--- src/rtl/pfa_pkg.sv ---
// ----------------------------------------------------------------------------
// pfa_pkg
// Field widths, request and status codes, and the decision record shared by
// the page frame allocator and its update logic.
// ----------------------------------------------------------------------------
package pfa_pkg;

  localparam int KIND_W = 3;
  localparam int PAGE_W = 15;
  localparam int AMT_W  = 17;
  localparam int STAT_W = 3;
  localparam int CNT_W  = 16;

  localparam logic [CNT_W-1:0] COUNT_MAX = 16'hFFFF;

  localparam logic [KIND_W-1:0] KIND_ALLOC = 3'd0;
  localparam logic [KIND_W-1:0] KIND_FREE  = 3'd1;
  localparam logic [KIND_W-1:0] KIND_ADD   = 3'd2;
  localparam logic [KIND_W-1:0] KIND_SET   = 3'd3;
  localparam logic [KIND_W-1:0] KIND_READ  = 3'd4;

  localparam logic [STAT_W-1:0] ST_OK    = 3'd0;
  localparam logic [STAT_W-1:0] ST_EMPTY = 3'd1;
  localparam logic [STAT_W-1:0] ST_RANGE = 3'd2;
  localparam logic [STAT_W-1:0] ST_COUNT = 3'd3;
  localparam logic [STAT_W-1:0] ST_FULL  = 3'd4;

  typedef struct packed {
    logic              stack_empty;
    logic              stack_full;
    logic              page_oob;
    logic              below_first;
  } pfa_flags_t;

  typedef struct packed {
    logic [STAT_W-1:0] status;
    logic [PAGE_W-1:0] result_page;
    logic [CNT_W-1:0]  count;
    logic              cnt_we;
    logic [CNT_W-1:0]  cnt_wdata;
    logic              push;
    logic              pop;
  } pfa_decision_t;

endpackage

--- src/rtl/pfa_decide.sv ---
// ----------------------------------------------------------------------------
// pfa_decide
// Works out the result, the count write-back and the stack move of one
// transaction from the count read out of memory.
// ----------------------------------------------------------------------------
module pfa_decide (
  input  logic [pfa_pkg::KIND_W-1:0] kind,
  input  logic [pfa_pkg::AMT_W-1:0]  amount,
  input  logic [pfa_pkg::PAGE_W-1:0] top_page,
  input  logic [pfa_pkg::CNT_W-1:0]  cnt,
  input  pfa_pkg::pfa_flags_t        flags,
  output pfa_pkg::pfa_decision_t     dec
);

  logic [pfa_pkg::CNT_W+1:0] sum;

  assign sum = {2'b00, cnt} + {amount[pfa_pkg::AMT_W-1], amount};

  always_comb begin
    dec = '0;
    if (kind == pfa_pkg::KIND_ALLOC) begin
      if (flags.stack_empty) begin
        dec.status = pfa_pkg::ST_EMPTY;
      end else if (cnt == pfa_pkg::COUNT_MAX) begin
        dec.status = pfa_pkg::ST_COUNT;
        dec.count  = cnt;
      end else begin
        dec.status      = pfa_pkg::ST_OK;
        dec.result_page = top_page;
        dec.count       = cnt + 16'd1;
        dec.cnt_we      = 1'b1;
        dec.cnt_wdata   = cnt + 16'd1;
        dec.pop         = 1'b1;
      end
    end else if (flags.page_oob) begin
      dec.status = pfa_pkg::ST_RANGE;
    end else begin
      case (kind)
        pfa_pkg::KIND_FREE: begin
          if (flags.below_first) begin
            dec.status = pfa_pkg::ST_RANGE;
          end else if (cnt > 16'd1) begin
            dec.count     = cnt - 16'd1;
            dec.cnt_we    = 1'b1;
            dec.cnt_wdata = cnt - 16'd1;
          end else if (flags.stack_full) begin
            dec.status = pfa_pkg::ST_FULL;
            dec.count  = cnt;
          end else begin
            dec.cnt_we = 1'b1;
            dec.push   = 1'b1;
          end
        end
        pfa_pkg::KIND_ADD: begin
          if (sum[pfa_pkg::CNT_W+1:pfa_pkg::CNT_W] != 2'b00) begin
            dec.status = pfa_pkg::ST_COUNT;
            dec.count  = cnt;
          end else begin
            dec.count     = sum[pfa_pkg::CNT_W-1:0];
            dec.cnt_we    = 1'b1;
            dec.cnt_wdata = sum[pfa_pkg::CNT_W-1:0];
          end
        end
        pfa_pkg::KIND_SET: begin
          if (amount[pfa_pkg::AMT_W-1]) begin
            dec.status = pfa_pkg::ST_COUNT;
            dec.count  = cnt;
          end else begin
            dec.count     = amount[pfa_pkg::CNT_W-1:0];
            dec.cnt_we    = 1'b1;
            dec.cnt_wdata = amount[pfa_pkg::CNT_W-1:0];
          end
        end
        default: begin
          dec.count = cnt;
        end
      endcase
    end
  end

endmodule

--- config.mk ---
export PLATFORM = sky130hd
export DESIGN_NAME = pfa_decide
export DESIGN_NICKNAME = d
export VERILOG_FILES = /design/src/rtl/pfa_pkg.sv /design/src/rtl/pfa_decide.sv
export SDC_FILE = /design/constraint.sdc
export NUM_CORES = 1
export LEC_CHECK = 0
export BUFFER_PORTS_ARGS = -buffer_cell sky130_fd_sc_hd__buf_2
export CAP_MARGIN = 20
export CORE_MARGIN = 1.5
export CORE_UTILIZATION = 50
export DETAILED_ROUTE_END_ITERATION = 10
export GPL_TIMING_DRIVEN = 0
export PLACE_DENSITY = 0.83
export SYNTH_ARGS = -nofsm -noshare
export SYNTH_HDL_FRONTEND = slang
export SYNTH_SLANG_ARGS = --single-unit
--- constraint.sdc ---
create_clock -name vclk -period 3.7
set_input_delay 0.555 -clock vclk [all_inputs]
set_output_delay 0.555 -clock vclk [all_outputs]
set_load 0.01 [all_outputs]
* Word level (Yosys, flattened, before mapping) *
Cells that the tools add are included.

word-level totals
  memory bits (read-only) = 0
  latch bits = 0
  memories kept = 0
  flip-flop bits (word level) = 0
  bits of input ports = 55
  bits in writable memories = 0

operators by class
  div/mod/pow operators = 0
  shift operators = 0
  equal/unequal tests = 4
  reductions and logical operators = 2
  multiplexer cells = 34
  bitwise gates (word level) = 0
  add/sub/neg operators = 3
  multipliers = 0
  magnitude comparators = 1

operators with widths
  cell                     count
  $mux W16                 5
  $mux W17                 4
  $mux W34                 2
  $pmux W17 S3             1
  $mux W48                 1
  $pmux W16 S3             1
  $mux W33                 1
  $mux W15                 2
  $add A17 B17 Y18         1
  $add A16 B1 Y16 const B  1
  $eq A16 B16 Y1 const B   1
  $gt A16 B1 Y1 const B    1
  $sub A16 B1 Y16 const B  1
  $mux W3                  5
  $pmux W3 S3              1
  $mux W2                  4
  $mux W1                  7
  $eq A3 B2 Y1 const B     2
  $eq A3 B1 Y1 const B     1
  $logic_not A3 Y1         1
  $reduce_bool A2 Y1       1

* Logic depth before layout (Yosys ltp) *
  depth after elaboration = 6
  mapped depth = 13
  depth with buffers taken out = 11

* Worst setup path before layout *
Ideal clock, no wire load.

  kind = input -> output
  start = input amount[0] (netlist name)
  end = output dec[27] (netlist name)
  arrival time = 3,013 ps
  stages on the path = 13
  required time = 3,145 ps
  slack = 132 ps
  cell sequence = ha_1 inv_1 fa_1 nor2b_4 o31a_4 a2111oi_2 nor2_1 and3_4 buf_6 or3_4 buf_6 o221ai_2 a21o_1

RTL lines
  element          line              text
  start, declared  pfa_decide.sv:8   input logic [pfa_pkg::AMT_W-1:0] amount,
  end, declared    pfa_decide.sv:12  output pfa_pkg::pfa_decision_t dec

==> results.py <==
metrics = {
    "logic_synthesis": {
        "synthCells": 376,
        "netlist-cell-type-count": 65,
        "yosys-top-cells-area": "ha_1, xnor2_1, xor2_1, nand2_1, o21ai_0",
        "seq_area_frac_synth_pct": 0,
        "synth_top_area_cell": "ha_1",
        "synth.most_common_cell": "nand2_1",
        "yosys_warnings": 0,
        "ys_top_cells_by_count": "nand2_1, nor2_1, o21ai_0, a21oi_1, xnor2_1",
        "synth_top_area_share_pct": 9.78,
        "syn_nets": 452,
        "syn_area_sq_mm": 0.00256,
        "syn_avg_cell_area_sq_um": 6.80,
    },
    "timing": {
        "min_period_over_period_pct": 101,
        "max_freq_mhz": 268,
        "layout_setup_ws_ns": -0.0305,
        "rsz0062_at_grt": "yes",
        "max_slew.worst_pin.slew_ns": 1.16,
        "period_minus_slack_ns": 3.73,
        "setup_viol": 1,
        "relSlewSlack_pct": 21.9,
        "hold_viol": 0,
        "maxSlewViolCount": 0,
        "holdWs_ns": 1.41,
    },
    "placement": {
        "gp_congestion": 0.963,
        "portBuffers": 106,
        "hpwl_microns": 7100,
        "pre_cts_slack_ns": -0.420,
    },
    "grt": {
        "grt_pass1_vias": 2987,
        "track_usage_pct": 31.8,
        "grt-ovfl-total": 0,
        "grt_antenna_before_repair": 0,
        "grt_pass1_wl_microns": 14100,
        "grt_max_degree": 11,
        "met1_usage_pct": 44.0,
        "grt.met2_usage_pct": 52.8,
        "met3_usage_pct": 2.57,
        "grt_busiest_layer": "met2",
    },
    "finish": {
        "final_util_pct": 71.7,
        "seq_cells": 0,
        "layout-drive-gt1-share_pct": 36.8,
        "area_growth_pct": 35.0,
        "multi_input_area_sq_mm": 0.00255,
        "clock_buffers": 0,
        "n_fill_cell": 436,
        "fin_nets": 572,
        "diodes": 0,
        "final-seq-area_sq_um": 0,
    },
    "run": {
        "maxCapViolCount": 0,
    },
    "min_path": {
        "hold_depth": 3,
        "min_from": "flags[2]",
        "hold_end": "dec[1]",
        "min_path_type": "primary input to output port",
    },
    "pwr": {
        "vdd_drop_max_mv": 0.0782,
        "power_density_mw_per_mm2": 125,
        "power.leakage_nw": 1.67,
        "total_power_uw": 433,
    },
    "setup_path": {
        "cp_slowest_stage_delay_ns": 0.48,
        "required_ns": 3.14,
        "worstSetupPathType": "primary input to output port",
        "crit_path_max_fanout": 5,
        "worstPathCellList": "buf_12 -> ha_4 -> inv_2 -> fa_2 -> nor2b_4 -> o31a_4 -> a2111oi_4 -> or2_4 -> a21o_4 -> buf_4 -> nor2_1 -> a211oi_1 -> o21ai_0 -> buf_2",
        "worstSetupEndpointType": "output port",
        "startpoint_type": "primary input",
        "crit_slowest_cell": "a2111oi_4",
        "arrival_ns": 3.18,
    },
    "floorplan": {
        "core-area_sq_mm": 0.00482,
        "dieWidth_microns": 74.5,
        "io_pins": 108,
        "row_count": 25,
        "fp.dieH_microns": 74.5,
        "start_util_pct": 53.1,
        "dieArea_sq_mm": 0.00555,
    },
    "drt": {
        "drc": 0,
        "drt_wl_total_microns": 9480,
        "vias": 3476,
        "drt-pass1-iter-count": 5,
        "wl_per_cell_microns": 16.9,
        "vias_per_cell": 6.20,
        "drtIter0Drc": 361,
        "ant_nets": 0,
    },
    "status": {
        "failed_checks": "negative setup slack",
        "status": "finished, violations left",
    },
}
-- how the worst max path moves through the flow --
stage,slack (ns),endpoint,from
finish,-0.03,dec[18],cnt[0]
global route,-0.04,dec[23],cnt[5]
CTS,0.0001,dec[28],cnt[1]
detailed placement,-0.42,dec[27],cnt[0]
global placement,-0.38,dec[24],cnt[0]
floorplan,0.13,dec[27],amount[0]
-- what timing repair did --
item,in CTS,in global routing
buffers inserted,7,7
pin swaps,11,10
setup endpoints to repair,35,27
hold buffers,0,0
gates cloned,0,0
gates resized for setup,19,22
-- cell type report --
type               instances  share of cell area (%)
inverters                 14                    1.52
well taps                 67                    2.43
repair buffers           120                    19.4
plain buffers             18                    2.79
multi-input cells        342                    73.9
-- cell families (layout without fill, tap and decap cells) --
logic type      count (synthesis)  count (layout)  synth area share [%]
simple gates                  155             155                  34.5
compound gates                126             126                  34.5
xor+xnor                       40              40                  13.7
buf+inv                        34             152                  6.70
fa+ha+maj                      21              21                  10.6
-- through the flow --
| stage | cells | instance area (sq um) | TNS (ns) |
|---|---|---|---|
| 2_1_floorplan | 376 | 2560 | 0 |
| 3_3_place_gp | 549 | 3170 | -7.43 |
| 3_5_place_dp | 549 | 3170 | -8.84 |
| 4_1_cts | 554 | 3290 | 0 |
| 5_1_grt | 561 | 3450 | -0.151 |
| 6_report | 561 | 3450 | -0.0305 |
-- worst max-delay path, delay by kind of cell --
kind,cells,cell delay [ns]
buffers and inverters,4,0.47
adders and majority gates,2,0.39
AOI/OAI and AO/OA,5,1.39
and+or+nand+nor,3,0.37
-- report_power, final --
part | internal, mW | total (mW) | switching (mW)
Clock | 0 | 0 | 0
Combinational | 0.184 | 0.433 | 0.249
Sequential | 0 | 0 | 0
Total | 0.184 | 0.433 | 0.249
-- layer usage --
layer	wire, microns	up-vias
met4	277	0
met2	4350	218
li1	-	1632
met5	0	-
met3	945	29
met1	3910	1597
-- placed cells by master, fill, tap and decap left out, types with 4 or more instances in the layout --
master / instances
a211o_1: 5
a21o_1: 13
a21oi_1: 20
a22oi_1: 13
a31oi_1: 4
and3_1: 18
buf_2: 112
buf_4: 14
clkbuf_1: 7
ha_1: 16
inv_1: 10
nand2_1: 35
nand3_1: 9
nand4_1: 4
nor2_1: 30
nor2b_1: 5
nor3_1: 9
o211ai_1: 4
o21ai_0: 22
o21ai_1: 10
o21ai_2: 5
o31ai_1: 4
xnor2_1: 22
xor2_1: 18
(Power assumes the default switching activity.)
